--- config.mk ---
export PLATFORM = sky130hd
export DESIGN_NAME = decimal_text_to_fixed_point_flat
export DESIGN_NICKNAME = d
export VERILOG_FILES = /design/src/rtl/dttf_pkg.sv /design/src/rtl/dttf_char_if.sv /design/src/rtl/dttf_result_if.sv /design/src/rtl/decimal_text_to_fixed_point.sv /design/src/rtl/dttf_ctrl.sv /design/src/rtl/dttf_datapath.sv /design/src/flat_wrapper.sv
export SDC_FILE = /design/constraint.sdc
export NUM_CORES = 1
export LEC_CHECK = 0
export ABC_AREA = 0
export BUFFER_PORTS_ARGS = -buffer_cell sky130_fd_sc_hd__buf_2
export CORE_MARGIN = 1
export CORE_UTILIZATION = 50
export CTS_BUF_LIST = sky130_fd_sc_hd__clkbuf_8
export CTS_CLUSTER_SIZE = 10
export DETAILED_ROUTE_END_ITERATION = 7
export PLACE_DENSITY = 0.77
export REMOVE_ABC_BUFFERS = 1
export SLEW_MARGIN = 20
export SYNTH_ARGS = -nofsm -noshare
export SYNTH_HDL_FRONTEND = slang
export SYNTH_SLANG_ARGS = --single-unit
--- constraint.sdc ---
create_clock -name clk -period 7.1 [get_ports clk]
set_clock_uncertainty 0.15 [all_clocks]
set_input_delay 0.355 -clock clk [delete_from_list [all_inputs] [get_ports clk]]
set_output_delay 0.355 -clock clk [all_outputs]
set_load 0.02 [all_outputs]
--- src/rtl/dttf_pkg.sv ---
// ----------------------------------------------------------------------------
// dttf_pkg
// Shared types and constants of the decimal text to fixed-point converter.
// ----------------------------------------------------------------------------
`default_nettype none

package dttf_pkg;

    localparam int VALUE_W    = 48;  // output value width, two's complement
    localparam int CHAR_W     = 8;
    localparam int DIGIT_W    = 4;
    localparam int FRAC_ACC_W = 30;  // holds up to nine decimal digits
    localparam int FRAC_CNT_W = 4;

    localparam logic [CHAR_W-1:0] CHAR_MINUS = 8'h2D;
    localparam logic [CHAR_W-1:0] CHAR_POINT = 8'h2E;
    localparam logic [CHAR_W-1:0] CHAR_ZERO  = 8'h30;
    localparam logic [CHAR_W-1:0] CHAR_NINE  = 8'h39;

    typedef enum logic [1:0] {
        ST_CHAR,
        ST_START,
        ST_DIV,
        ST_DONE
    } ctrl_state_t;

    typedef struct packed {
        logic take;      // a character transaction completes this cycle
        logic start;     // load the fraction divider
        logic step;      // one quotient bit
        logic load_out;  // load the result register and clear the accumulators
    } dttf_cmd_t;

    typedef struct packed {
        logic div_done;
        logic out_busy;
    } dttf_status_t;

    // Power of ten for a count of fraction digits.
    function automatic logic [FRAC_ACC_W-1:0] pow10(input logic [FRAC_CNT_W-1:0] n);
        logic [FRAC_ACC_W-1:0] p;
        begin
            case (n)
                4'd0:    p = 30'd1;
                4'd1:    p = 30'd10;
                4'd2:    p = 30'd100;
                4'd3:    p = 30'd1000;
                4'd4:    p = 30'd10000;
                4'd5:    p = 30'd100000;
                4'd6:    p = 30'd1000000;
                4'd7:    p = 30'd10000000;
                4'd8:    p = 30'd100000000;
                default: p = 30'd1000000000;
            endcase
            return p;
        end
    endfunction

endpackage

`default_nettype wire

--- src/rtl/dttf_char_if.sv ---
// ----------------------------------------------------------------------------
// dttf_char_if
// Character stream channel: one ASCII code per transaction with a last mark.
// ----------------------------------------------------------------------------
`default_nettype none

interface dttf_char_if import dttf_pkg::*; ();

    logic              valid;
    logic              ready;
    logic [CHAR_W-1:0] char_code;
    logic              last;

    modport source (output valid, output char_code, output last, input ready);
    modport sink   (input valid, input char_code, input last, output ready);

endinterface

`default_nettype wire

--- src/rtl/dttf_result_if.sv ---
// ----------------------------------------------------------------------------
// dttf_result_if
// Result channel: one signed fixed-point value and an overflow flag.
// ----------------------------------------------------------------------------
`default_nettype none

interface dttf_result_if import dttf_pkg::*; ();

    logic                      valid;
    logic                      ready;
    logic signed [VALUE_W-1:0] value;
    logic                      overflow;

    modport source (output valid, output value, output overflow, input ready);
    modport sink   (input valid, input value, input overflow, output ready);

endinterface

`default_nettype wire

--- src/rtl/decimal_text_to_fixed_point.sv ---
// ----------------------------------------------------------------------------
// decimal_text_to_fixed_point
// ASCII decimal string to signed fixed-point converter.
// ----------------------------------------------------------------------------
// Characters of one number arrive one per transaction, at one per cycle
// while the block takes characters, and the transaction with last set ends
// the string. A leading '-' negates, the first '.' separates the integer and
// fraction parts, and any other non-digit counts as a zero digit. The result
// carries FRAC_BITS fraction bits, truncated toward zero; an integer part
// past its range saturates the magnitude and sets overflow. After the last
// character the block loads the fraction divider, which produces one
// quotient bit per cycle, and then loads the result register; no character
// of the next string is taken before that. The result register load
// stretches for as long as the previous result still waits on the result
// channel. The result register holds a finished value while the next string
// is taken in.
`default_nettype none

module decimal_text_to_fixed_point import dttf_pkg::*; #(
    parameter int INT_BITS        = 31,
    parameter int FRAC_BITS       = 16,
    parameter int MAX_FRAC_DIGITS = 9
) (
    input  wire logic     clk,
    input  wire logic     rst_n,
    dttf_char_if.sink     chars,
    dttf_result_if.source result
);

    // Integer part width: limited both by INT_BITS and by the 48-bit output.
    localparam int INT_W = (INT_BITS < VALUE_W - 1 - FRAC_BITS) ?
                           INT_BITS : VALUE_W - 1 - FRAC_BITS;

    dttf_cmd_t    cmd;
    dttf_status_t status;
    logic         in_ready;

    dttf_ctrl u_ctrl (
        .clk      (clk),
        .rst_n    (rst_n),
        .in_valid (chars.valid),
        .in_last  (chars.last),
        .status   (status),
        .in_ready (in_ready),
        .cmd      (cmd)
    );

    dttf_datapath #(
        .INT_W           (INT_W),
        .FRAC_BITS       (FRAC_BITS),
        .MAX_FRAC_DIGITS (MAX_FRAC_DIGITS)
    ) u_datapath (
        .clk          (clk),
        .rst_n        (rst_n),
        .cmd          (cmd),
        .char_code    (chars.char_code),
        .out_ready    (result.ready),
        .status       (status),
        .out_valid    (result.valid),
        .out_value    (result.value),
        .out_overflow (result.overflow)
    );

    assign chars.ready = in_ready;

endmodule

`default_nettype wire

--- src/rtl/dttf_ctrl.sv ---
// ----------------------------------------------------------------------------
// dttf_ctrl
// Sequencer: takes characters, then runs the fraction divider and hands the
// finished value to the result register.
// ----------------------------------------------------------------------------
`default_nettype none

module dttf_ctrl import dttf_pkg::*; (
    input  wire logic         clk,
    input  wire logic         rst_n,
    input  wire logic         in_valid,
    input  wire logic         in_last,
    input  wire dttf_status_t status,
    output logic              in_ready,
    output dttf_cmd_t         cmd
);

    ctrl_state_t state_reg;
    ctrl_state_t state_next;

    always_ff @(posedge clk or negedge rst_n)
    begin
        if (!rst_n)
        begin
            state_reg <= ST_CHAR;
        end
        else
        begin
            state_reg <= state_next;
        end
    end

    always_comb
    begin
        state_next = state_reg;
        case (state_reg)
            ST_CHAR:
            begin
                if (in_valid && in_last)
                begin
                    state_next = ST_START;
                end
            end
            ST_START:
            begin
                state_next = ST_DIV;
            end
            ST_DIV:
            begin
                if (status.div_done)
                begin
                    state_next = ST_DONE;
                end
            end
            ST_DONE:
            begin
                if (!status.out_busy)
                begin
                    state_next = ST_CHAR;
                end
            end
            default:
            begin
                state_next = ST_CHAR;
            end
        endcase
    end

    always_comb
    begin
        in_ready     = 1'b0;
        cmd          = '0;
        case (state_reg)
            ST_CHAR:
            begin
                in_ready = 1'b1;
                cmd.take = in_valid;
            end
            ST_START:
            begin
                cmd.start = 1'b1;
            end
            ST_DIV:
            begin
                cmd.step = !status.div_done;
            end
            ST_DONE:
            begin
                cmd.load_out = !status.out_busy;
            end
            default:
            begin
                in_ready = 1'b0;
            end
        endcase
    end

endmodule

`default_nettype wire

--- src/rtl/dttf_datapath.sv ---
// ----------------------------------------------------------------------------
// dttf_datapath
// Digit accumulators, a bit-serial fraction divider and the result register.
// ----------------------------------------------------------------------------
`default_nettype none

module dttf_datapath import dttf_pkg::*; #(
    parameter int INT_W           = 31,
    parameter int FRAC_BITS       = 16,
    parameter int MAX_FRAC_DIGITS = 9
) (
    input  wire logic                      clk,
    input  wire logic                      rst_n,
    input  wire dttf_cmd_t                 cmd,
    input  wire logic [CHAR_W-1:0]         char_code,
    input  wire logic                      out_ready,
    output dttf_status_t                   status,
    output logic                           out_valid,
    output logic signed [VALUE_W-1:0]      out_value,
    output logic                           out_overflow
);

    localparam int MAG_W = INT_W + FRAC_BITS;
    localparam int CNT_W = $clog2(FRAC_BITS + 1);
    localparam logic [FRAC_CNT_W-1:0] MAX_CNT = FRAC_CNT_W'(MAX_FRAC_DIGITS);

    logic [INT_W-1:0]      int_reg,   int_next;
    logic [FRAC_ACC_W-1:0] frac_reg,  frac_next;
    logic [FRAC_CNT_W-1:0] fcnt_reg,  fcnt_next;
    logic                  point_reg, point_next;
    logic                  neg_reg,   neg_next;
    logic                  first_reg, first_next;
    logic                  ovf_reg,   ovf_next;

    logic [FRAC_ACC_W-1:0] rem_reg;
    logic [FRAC_BITS-1:0]  quo_reg;
    logic [CNT_W-1:0]      bit_cnt_reg;
    logic                  out_valid_reg;
    logic [VALUE_W-1:0]    out_value_reg;
    logic                  out_ovf_reg;

    logic                  is_digit;
    logic [DIGIT_W-1:0]    digit;
    logic [INT_W+3:0]      int_ext;
    logic [INT_W+3:0]      int_mul;
    logic [FRAC_ACC_W+3:0] frac_ext;
    logic [FRAC_ACC_W+3:0] frac_mul;

    logic [FRAC_ACC_W:0]   rem_dbl;
    logic [FRAC_ACC_W:0]   div_ext;
    logic [FRAC_ACC_W:0]   rem_diff;
    logic                  rem_ge;

    logic [MAG_W-1:0]      mag;
    logic [VALUE_W-1:0]    mag_ext;
    logic [VALUE_W-1:0]    value_calc;

    // Character decode and digit accumulation.
    always_comb
    begin
        is_digit = (char_code >= CHAR_ZERO) && (char_code <= CHAR_NINE);
        digit    = is_digit ? DIGIT_W'(char_code - CHAR_ZERO) : '0;
        int_ext  = {4'b0000, int_reg};
        int_mul  = (int_ext << 3) + (int_ext << 1) + {{INT_W{1'b0}}, digit};
        frac_ext = {4'b0000, frac_reg};
        frac_mul = (frac_ext << 3) + (frac_ext << 1) + {{FRAC_ACC_W{1'b0}}, digit};

        int_next   = int_reg;
        frac_next  = frac_reg;
        fcnt_next  = fcnt_reg;
        point_next = point_reg;
        neg_next   = neg_reg;
        first_next = first_reg;
        ovf_next   = ovf_reg;

        if (cmd.load_out)
        begin
            int_next   = '0;
            frac_next  = '0;
            fcnt_next  = '0;
            point_next = 1'b0;
            neg_next   = 1'b0;
            first_next = 1'b1;
            ovf_next   = 1'b0;
        end
        else if (cmd.take)
        begin
            first_next = 1'b0;
            if (first_reg && (char_code == CHAR_MINUS))
            begin
                neg_next = 1'b1;
            end
            else if ((char_code == CHAR_POINT) && !point_reg)
            begin
                point_next = 1'b1;
            end
            else if (!point_reg)
            begin
                if (!ovf_reg)
                begin
                    // Anything that reaches the top four bits is past the limit.
                    if (int_mul[INT_W+3:INT_W] != 4'b0000)
                    begin
                        ovf_next = 1'b1;
                        int_next = '1;
                    end
                    else
                    begin
                        int_next = int_mul[INT_W-1:0];
                    end
                end
            end
            else if (fcnt_reg < MAX_CNT)
            begin
                frac_next = frac_mul[FRAC_ACC_W-1:0];
                fcnt_next = fcnt_reg + 1'b1;
            end
        end
    end

    always_ff @(posedge clk or negedge rst_n)
    begin
        if (!rst_n)
        begin
            int_reg       <= '0;
            frac_reg      <= '0;
            fcnt_reg      <= '0;
            point_reg     <= 1'b0;
            neg_reg       <= 1'b0;
            first_reg     <= 1'b1;
            ovf_reg       <= 1'b0;
            bit_cnt_reg   <= '0;
            out_valid_reg <= 1'b0;
        end
        else
        begin
            int_reg   <= int_next;
            frac_reg  <= frac_next;
            fcnt_reg  <= fcnt_next;
            point_reg <= point_next;
            neg_reg   <= neg_next;
            first_reg <= first_next;
            ovf_reg   <= ovf_next;
            if (cmd.start)
            begin
                bit_cnt_reg <= '0;
            end
            else if (cmd.step)
            begin
                bit_cnt_reg <= bit_cnt_reg + 1'b1;
            end
            if (cmd.load_out)
            begin
                out_valid_reg <= 1'b1;
            end
            else if (out_valid_reg && out_ready)
            begin
                out_valid_reg <= 1'b0;
            end
        end
    end

    // Restoring division of the kept fraction digits by ten to their count,
    // one quotient bit per step. The remainder always stays below the divisor.
    always_comb
    begin
        rem_dbl  = {rem_reg, 1'b0};
        div_ext  = {1'b0, pow10(fcnt_reg)};
        rem_ge   = rem_dbl >= div_ext;
        rem_diff = rem_dbl - div_ext;
    end

    always_ff @(posedge clk)
    begin
        if (cmd.start)
        begin
            rem_reg <= frac_reg;
        end
        else if (cmd.step)
        begin
            rem_reg <= rem_ge ? rem_diff[FRAC_ACC_W-1:0] : rem_dbl[FRAC_ACC_W-1:0];
            quo_reg <= {quo_reg[FRAC_BITS-2:0], rem_ge};
        end
        if (cmd.load_out)
        begin
            out_value_reg <= value_calc;
            out_ovf_reg   <= ovf_reg;
        end
    end

    always_comb
    begin
        mag        = ovf_reg ? {MAG_W{1'b1}} : {int_reg, quo_reg};
        mag_ext    = VALUE_W'(mag);
        value_calc = neg_reg ? (~mag_ext + 1'b1) : mag_ext;
    end

    assign status.div_done = (bit_cnt_reg == CNT_W'(FRAC_BITS));
    assign status.out_busy = out_valid_reg && !out_ready;

    assign out_valid    = out_valid_reg;
    assign out_value    = out_value_reg;
    assign out_overflow = out_ovf_reg;

endmodule

`default_nettype wire

--- src/flat_wrapper.sv ---
// flat-port wrapper written by rule: the top's interface ports become plain ports
module decimal_text_to_fixed_point_flat import dttf_pkg::*;
#(
    parameter int INT_BITS        = 31,
    parameter int FRAC_BITS       = 16,
    parameter int MAX_FRAC_DIGITS = 9
)
  (clk, rst_n, chars_valid, chars_char_code, chars_last, chars_ready, result_valid, result_value, result_overflow, result_ready);
  dttf_char_if chars_i ();
  dttf_result_if result_i ();
  input  wire logic clk;
  input  wire logic rst_n;
  input wire logic [$bits(chars_i.valid)-1:0] chars_valid;
  input wire logic [$bits(chars_i.char_code)-1:0] chars_char_code;
  input wire logic [$bits(chars_i.last)-1:0] chars_last;
  output wire logic [$bits(chars_i.ready)-1:0] chars_ready;
  output wire logic [$bits(result_i.valid)-1:0] result_valid;
  output wire logic [$bits(result_i.value)-1:0] result_value;
  output wire logic [$bits(result_i.overflow)-1:0] result_overflow;
  input wire logic [$bits(result_i.ready)-1:0] result_ready;
  assign chars_i.valid = chars_valid;
  assign chars_i.char_code = chars_char_code;
  assign chars_i.last = chars_last;
  assign chars_ready = chars_i.ready;
  assign result_valid = result_i.valid;
  assign result_value = result_i.value;
  assign result_overflow = result_i.overflow;
  assign result_i.ready = result_ready;
  decimal_text_to_fixed_point #(.INT_BITS(INT_BITS), .FRAC_BITS(FRAC_BITS), .MAX_FRAC_DIGITS(MAX_FRAC_DIGITS)) u_core (.clk(clk), .rst_n(rst_n), .chars(chars_i), .result(result_i));
endmodule
---- Word level (Yosys, flattened, before mapping) ----
Memory sizes are Yosys's and may differ from the RTL's.
Cells that the tools add are included.
storage, ports and cells
  bits in registers ....................... 172
  ROM bits ................................ 480
  bits of input ports ..................... 13
  output and inout bits ................... 51
  memories kept ........................... 1
memory list
  name              depth  bits a word  rd ports  clocked after Yosys merged registers in  wr ports  RTL line        RTL
  (name not given)  16     30           1         0                                        0         dttf_pkg.sv:43  case (n)
cells by class
  add/sub/neg operators ................... 9
  $lt $le $gt $ge ......................... 4
  equal/unequal tests ..................... 13
  multiplexer cells ....................... 54
  bitwise operators ....................... 2
  reductions and logical operators ........ 26
operators by type and width
  kind                     number
  $mux W30                 9
  $mux W31                 7
  $mux W47                 2
  $add A48 B1 Y48 const B  1
  $not A47 Y48             1
  $add A34 B32 Y35         1
  $add A35 B4 Y35          1
  $ge A31 B30 Y1           1
  $add A30 B30 Y30         1
  $add A30 B4 Y30          1
  $sub A30 B30 Y30         1
  $mux W4                  7
  $mux W1                  23
  $eq A8 B6 Y1 const B     2
  $reduce_bool A2 Y1       7
  $mux W5                  2
  $reduce_and A5 Y1        2
  $ge A8 B6 Y1 const B     1
  $le A8 B6 Y1 const B     1
  $ne A2 B1 Y1 const B     4
  $pmux W2 S4              1
  $logic_and A1 B1 Y1      6
  $mux W2                  3
  $ne A2 B2 Y1 const B     3
  other kinds (14)         20

---- Depth between registers and ports, before layout ----
  depth after elaboration ................. 12
  gate-level depth with buffers ........... 16

---- Modules after synthesis ----
A second synthesis with hierarchy kept.
second synthesis, totals
  cell total of the unflattened synthesis .. 1519
  area total of the unflattened synthesis .. 13864.5 µm²
modules (own cells, without submodules)
  module         times used  cells each  area each (µm²)  seq. area each (µm²)
  dttf_datapath  1           1502        13684.4          4730.8
  dttf_ctrl      1           17          180.2            50.0

---- Least setup slack after synthesis ----
Ideal clock, no wire load.
  path kind ............................... input to register
  start ................................... input chars_char_code[1]
  end ..................................... register u_core.u_datapath.int_reg[2]
  setup time .............................. 0.135 ns
  data arrival time ....................... 3.914 ns
  slack ................................... 2.901 ns
  cell stages on the path ................. 15
  cell sequence ........................... o21ai_0 > nand2_1 > nor2_1 > and2_1 > fa_1 > fa_1 > a211oi_2 > o21ai_1 > a31o_2 > a31oi_1 > o21ai_0 > or3_1 > a311oi_4 > buf_6 > a31oi_1
on the way
  longest elaborated chain between the ends .. 12
  elaborated cells on any way between the ends .. 21
RTL lines
  what                                          RTL line              RTL
  start, declared                               flat_wrapper.sv:14    input wire logic [$bits(chars_i.char_code)-1:0] chars_char_code;
  $ge A8 B6 Y1 or $le A8 B6 Y1 (tied branches)  dttf_datapath.sv:61   is_digit = (char_code >= CHAR_ZERO) && (char_code <= CHAR_NINE);
  $logic_and A1 B1 Y1                           dttf_datapath.sv:61
  $mux W4                                       dttf_datapath.sv:62   digit = is_digit ? DIGIT_W'(char_code - CHAR_ZERO) : '0;
  $add A35 B4 Y35                               dttf_datapath.sv:64   int_mul = (int_ext << 3) + (int_ext << 1) + {{INT_W{1'b0}}, digit};
  $reduce_bool A4 Y1                            dttf_datapath.sv:102  if (int_mul[INT_W+3:INT_W] != 4'b0000)
  $mux W31                                      dttf_datapath.sv:102
  $mux W31                                      dttf_datapath.sv:99   if (!ovf_reg)
  $mux W31                                      dttf_datapath.sv:97   else if (!point_reg)
  $mux W31                                      dttf_datapath.sv:93   else if ((char_code == CHAR_POINT) && !point_reg)
  $mux W31                                      dttf_datapath.sv:89   if (first_reg && (char_code == CHAR_MINUS))
  $mux W31                                      dttf_datapath.sv:86   else if (cmd.take)
  $mux W31                                      dttf_datapath.sv:76   if (cmd.load_out)
  end signal, assigned                          dttf_datapath.sv:137  int_reg <= int_next;
  end, declared                                 dttf_datapath.sv:27   logic [INT_W-1:0] int_reg, int_next;
Several ways; a longest one is shown, not always the timed one. The select of a mux whose other input is x is not followed.
A chain may end at the register's enable or synchronous reset.

---- Worst setup path after layout ----
  start ................................... input chars_char_code[7]
  end ..................................... register u_core.u_datapath.int_reg[7]
The elaborated chain is that of the path after synthesis.

==> qor.yml <==
floorplanning:
  dieArea_mm2: 0.0287
  core_mm2: 0.0272
  die_y_um: 169
  die_w_um: 169
  initial_utilization_pct: 51.5
  io_pins: 64
  num_rows: 60
clocking:
  clk_latency_ns: 0.49
  clk_pin_slew_ns: 0.11
  cts_tree: "done"
  cts_root_buf: "clkbuf_8"
  postCtsSetupRepairBufs: 0
  clockBufferDepth: 2
  cts_max_level: 4
  cts_buffers: 17
  cts.sinks: 172
synth:
  synth.distinct_cells: 94
  yosys.area.top_type: "edfxtp_1"
  async_flop_share_pct: 44.8
  synth_top_flop_cell: "edfxtp_1"
  yosysSeqAreaShare_pct: 34.1
  synth_edf_count: 95
  synth_seq_cells: 172
  syn-instance-count: 1504
  synthTopCellsByArea: "edfxtp_1 (20%), ha_1 (14%), dfrtp_1 (14%)"
  synth_top_area_share_pct: 20.4
  yosys_warnings: 0
  syn-mean-instance-area_um2: 9.31
  syn_area_mm2: 0.0140
detailed_routing:
  first_iter_violations: 1108
  detail-route-antenna-nets: 0
  drc: 0
  dr.pass1.iters: 5
  vias: 11717
  wl_per_cell_um: 17.5
  wl_mm: 33.6
  drt-vias-per-instance: 6.11
layout:
  antenna_cells: 0
  seq_area_mm2: 0.00478
  largest_register_ffs: 48
  fin_cells: 1918
  fin_nets: 1708
  drive_gt1_share_pct: 12.2
  fill_cells: 2401
  multiInputGateArea_mm2: 0.00878
  utilization_pct: 55.4
  syn_to_final_growth_pct: 7.44
grt:
  grt_max_degree: 71
  grt_remaining_overflow: 0
  antenna_found_initial: 0
  grt_pass1_vias: 11314
  track_usage_pct: 24.2
  grt_pass1_wl_mm: 56.2
setup_path:
  cp_slowest_cell: "a311oi_4"
  cp_data_required_time_ns: 7.29
  start_kind: "primary input"
  crit_arrival_ns: 4.96
  cp-end-kind: "flip-flop"
  path_class: "in2reg"
  slowest_delay_ns: 0.62
  crit_chain: "buf_2 > nor2_1 > nand2_1 > nor2_1 > and2_1 > fa_1 > fa_1 > a211oi_2 > o21ai_1 > a31o_2 > a31oi_1 > o21ai_0 > or3_1 > a311oi_4 > buf_4 > a31oi_1"
  regToRegSetupSlack_ns: 2.39
  path_max_fanout: 20
power:
  swShare_pct: 48.4
  pwr-share-comb_pct: 64.2
  internal_power_w: 0.00374
  leakage_nw: 6.28
  switchingPower_w: 0.00352
  vdd.ir_drop.worst_mv: 0.318
  clkPwrFrac_pct: 9.7
  power_w: 0.00726
  p_seq_share_pct: 26.1
  power.density_mw_per_mm2: 482
timing:
  fin_crit_sh_pct: 67.1
  worst_slew_pin_slew_ns: 1.18
  relSlewSlack_pct: 20.4
  drv_slew: 0
  hold_viol: 0
  tns_ns: 0
  fmax_mhz: 210
  finalSetupViolations: 0
  fin_ws_ns: 2.34
  period_minus_slack_ns: 4.76
  rsz0062_at_grt: "false"
placement:
  gp_congestion: 0.915
  dp_cells: 1882
  post-place-ws_ns: 1.87
  hpwl_mm: 24.6
  port-buffer-count: 63
run:
  cap_violations: 0
worst_hold_path:
  hp-class: "in2reg"
run_status:
  status: "completed"
[cells in the final DEF, fill, tap and decap left out, types with 11 or more instances in the layout]
master / count
nor4_1: 11
or3_1: 15
nand2b_1: 12
and3_1: 11
clkbuf_8: 17
mux2_2: 27
nor2_1: 105
nor2b_1: 14
edfxtp_1: 95
nand3_1: 23
o21a_1: 15
nor3_1: 23
a31oi_1: 43
nand4_1: 15
o21ai_0: 100
inv_1: 38
xor2_1: 44
dfrtp_1: 74
a21o_1: 53
a211oi_1: 32
ha_1: 156
o31ai_1: 15
buf_2: 62
nand2_1: 138
xnor2_1: 61
a21oi_1: 130
buf_4: 12
[synth_stat cells (5+ instances only)]
| cell | instances |
|---|---|
| and3_1 | 11 |
| or3_1 | 15 |
| mux2_4 | 9 |
| nor3b_1 | 10 |
| ha_1 | 157 |
| buf_1 | 9 |
| a221o_1 | 5 |
| fa_1 | 5 |
| nand2_1 | 138 |
| dfrtp_1 | 76 |
| nand3_1 | 23 |
| a31oi_1 | 43 |
| a21oi_1 | 130 |
| nand2b_1 | 12 |
| nand4_1 | 15 |
| nor2_1 | 105 |
| or4_1 | 6 |
| a211oi_1 | 32 |
| inv_1 | 38 |
| a21o_1 | 53 |
| mux2i_1 | 7 |
| mux2_2 | 27 |
| or2_2 | 9 |
| o21ai_0 | 100 |
| a21boi_0 | 6 |
| nor4_1 | 11 |
| nor3_1 | 23 |
| o21bai_1 | 10 |
| edfxtp_1 | 95 |
| o21a_1 | 15 |
| o31ai_1 | 15 |
| clkbuf_1 | 54 |
| o211ai_1 | 5 |
| and2_1 | 10 |
| xnor2_1 | 61 |
| nor2b_1 | 15 |
| xor2_1 | 44 |
[timing repair]
action / in CTS / in global routing
hold endpoints to repair: 10 / 0
hold buffers: 3 / 0
gates resized for setup: 0 / 0
[per-layer routing]
| layer | vias up | GRT usage (%) | wire (µm) |
|---|---|---|---|
| li1 | 5691 | - | - |
| met4 | 0 | 7.32 | 695 |
| met1 | 5646 | 32.8 | 15600 |
| met2 | 323 | 40.9 | 15900 |
| met3 | 57 | 2.31 | 1370 |
| met5 | - | 0 | 0 |
[power by group through the flow]
stage	logic [W]	registers, W	clock network (W)
final	0.00466	0.00190	0.000701
after global routing	0.00515	0.00194	0.000746
after CTS	0.00461	0.00189	0.000710
after detailed placement	0.00456	0.00191	0
after global placement	0.00451	0.00190	0
after floorplan	0.00347	0.00192	0
[stage by stage]
step	hold slack, ns	instance area (µm²)
2_1_floorplan	-0.0906	13700
3_3_place_gp	0.0309	14600
3_5_place_dp	0.0303	14600
4_1_cts	0.0556	15000
5_1_grt	0.0980	15000
6_report	0.0758	15000
[critical path, delay by kind of cell]
family                     cells  cell delay, ns
buffers and inverters          2            0.47
AOI/OAI and AO/OA              7            1.96
adders and majority gates      2            0.99
and+or+nand+nor                5            1.19
[final timing paths]
path	start	end	cells past startpoint
setup / recovery	chars_char_code[7]	u_core.u_datapath.int_reg[7]	16
hold / removal	chars_char_code[1]	u_core.u_datapath.neg_reg	4
setup reg to reg	u_core.u_datapath.fcnt_reg[0]	u_core.u_datapath.rem_reg[19]	14
hold reg to reg	u_core.u_datapath.first_reg	u_core.u_datapath.first_reg	2
max in group asynchronous	rst_n	u_core.u_datapath.neg_reg	3
min in group asynchronous	rst_n	u_core.u_datapath.frac_reg[29]	2
[cells by family (layout without fill, tap and decap cells)]
group | after synthesis | after routing | share of synthesized area [%]
muxes | 43 | 43 | 3.64
DFF | 172 | 172 | 34.1
and+or+nand+nor | 429 | 429 | 15.1
adders and majority gates | 162 | 162 | 14.7
xor gates and xnor gates | 105 | 105 | 6.57
buffers and inverters | 110 | 152 | 3.21
AOI/OAI and AO/OA | 483 | 483 | 22.6
[area by class of cell]
class / count / area share [%]
multi-input cells: 1222 / 58.4
flip-flops and latches: 172 / 31.8
repair buffers: 78 / 2.99
well taps: 372 / 3.09
clock inverters: 15 / 1.12
clock buffers: 17 / 1.56
inverters: 42 / 1.06
Note: power is estimated with default switching activity, not from simulation.
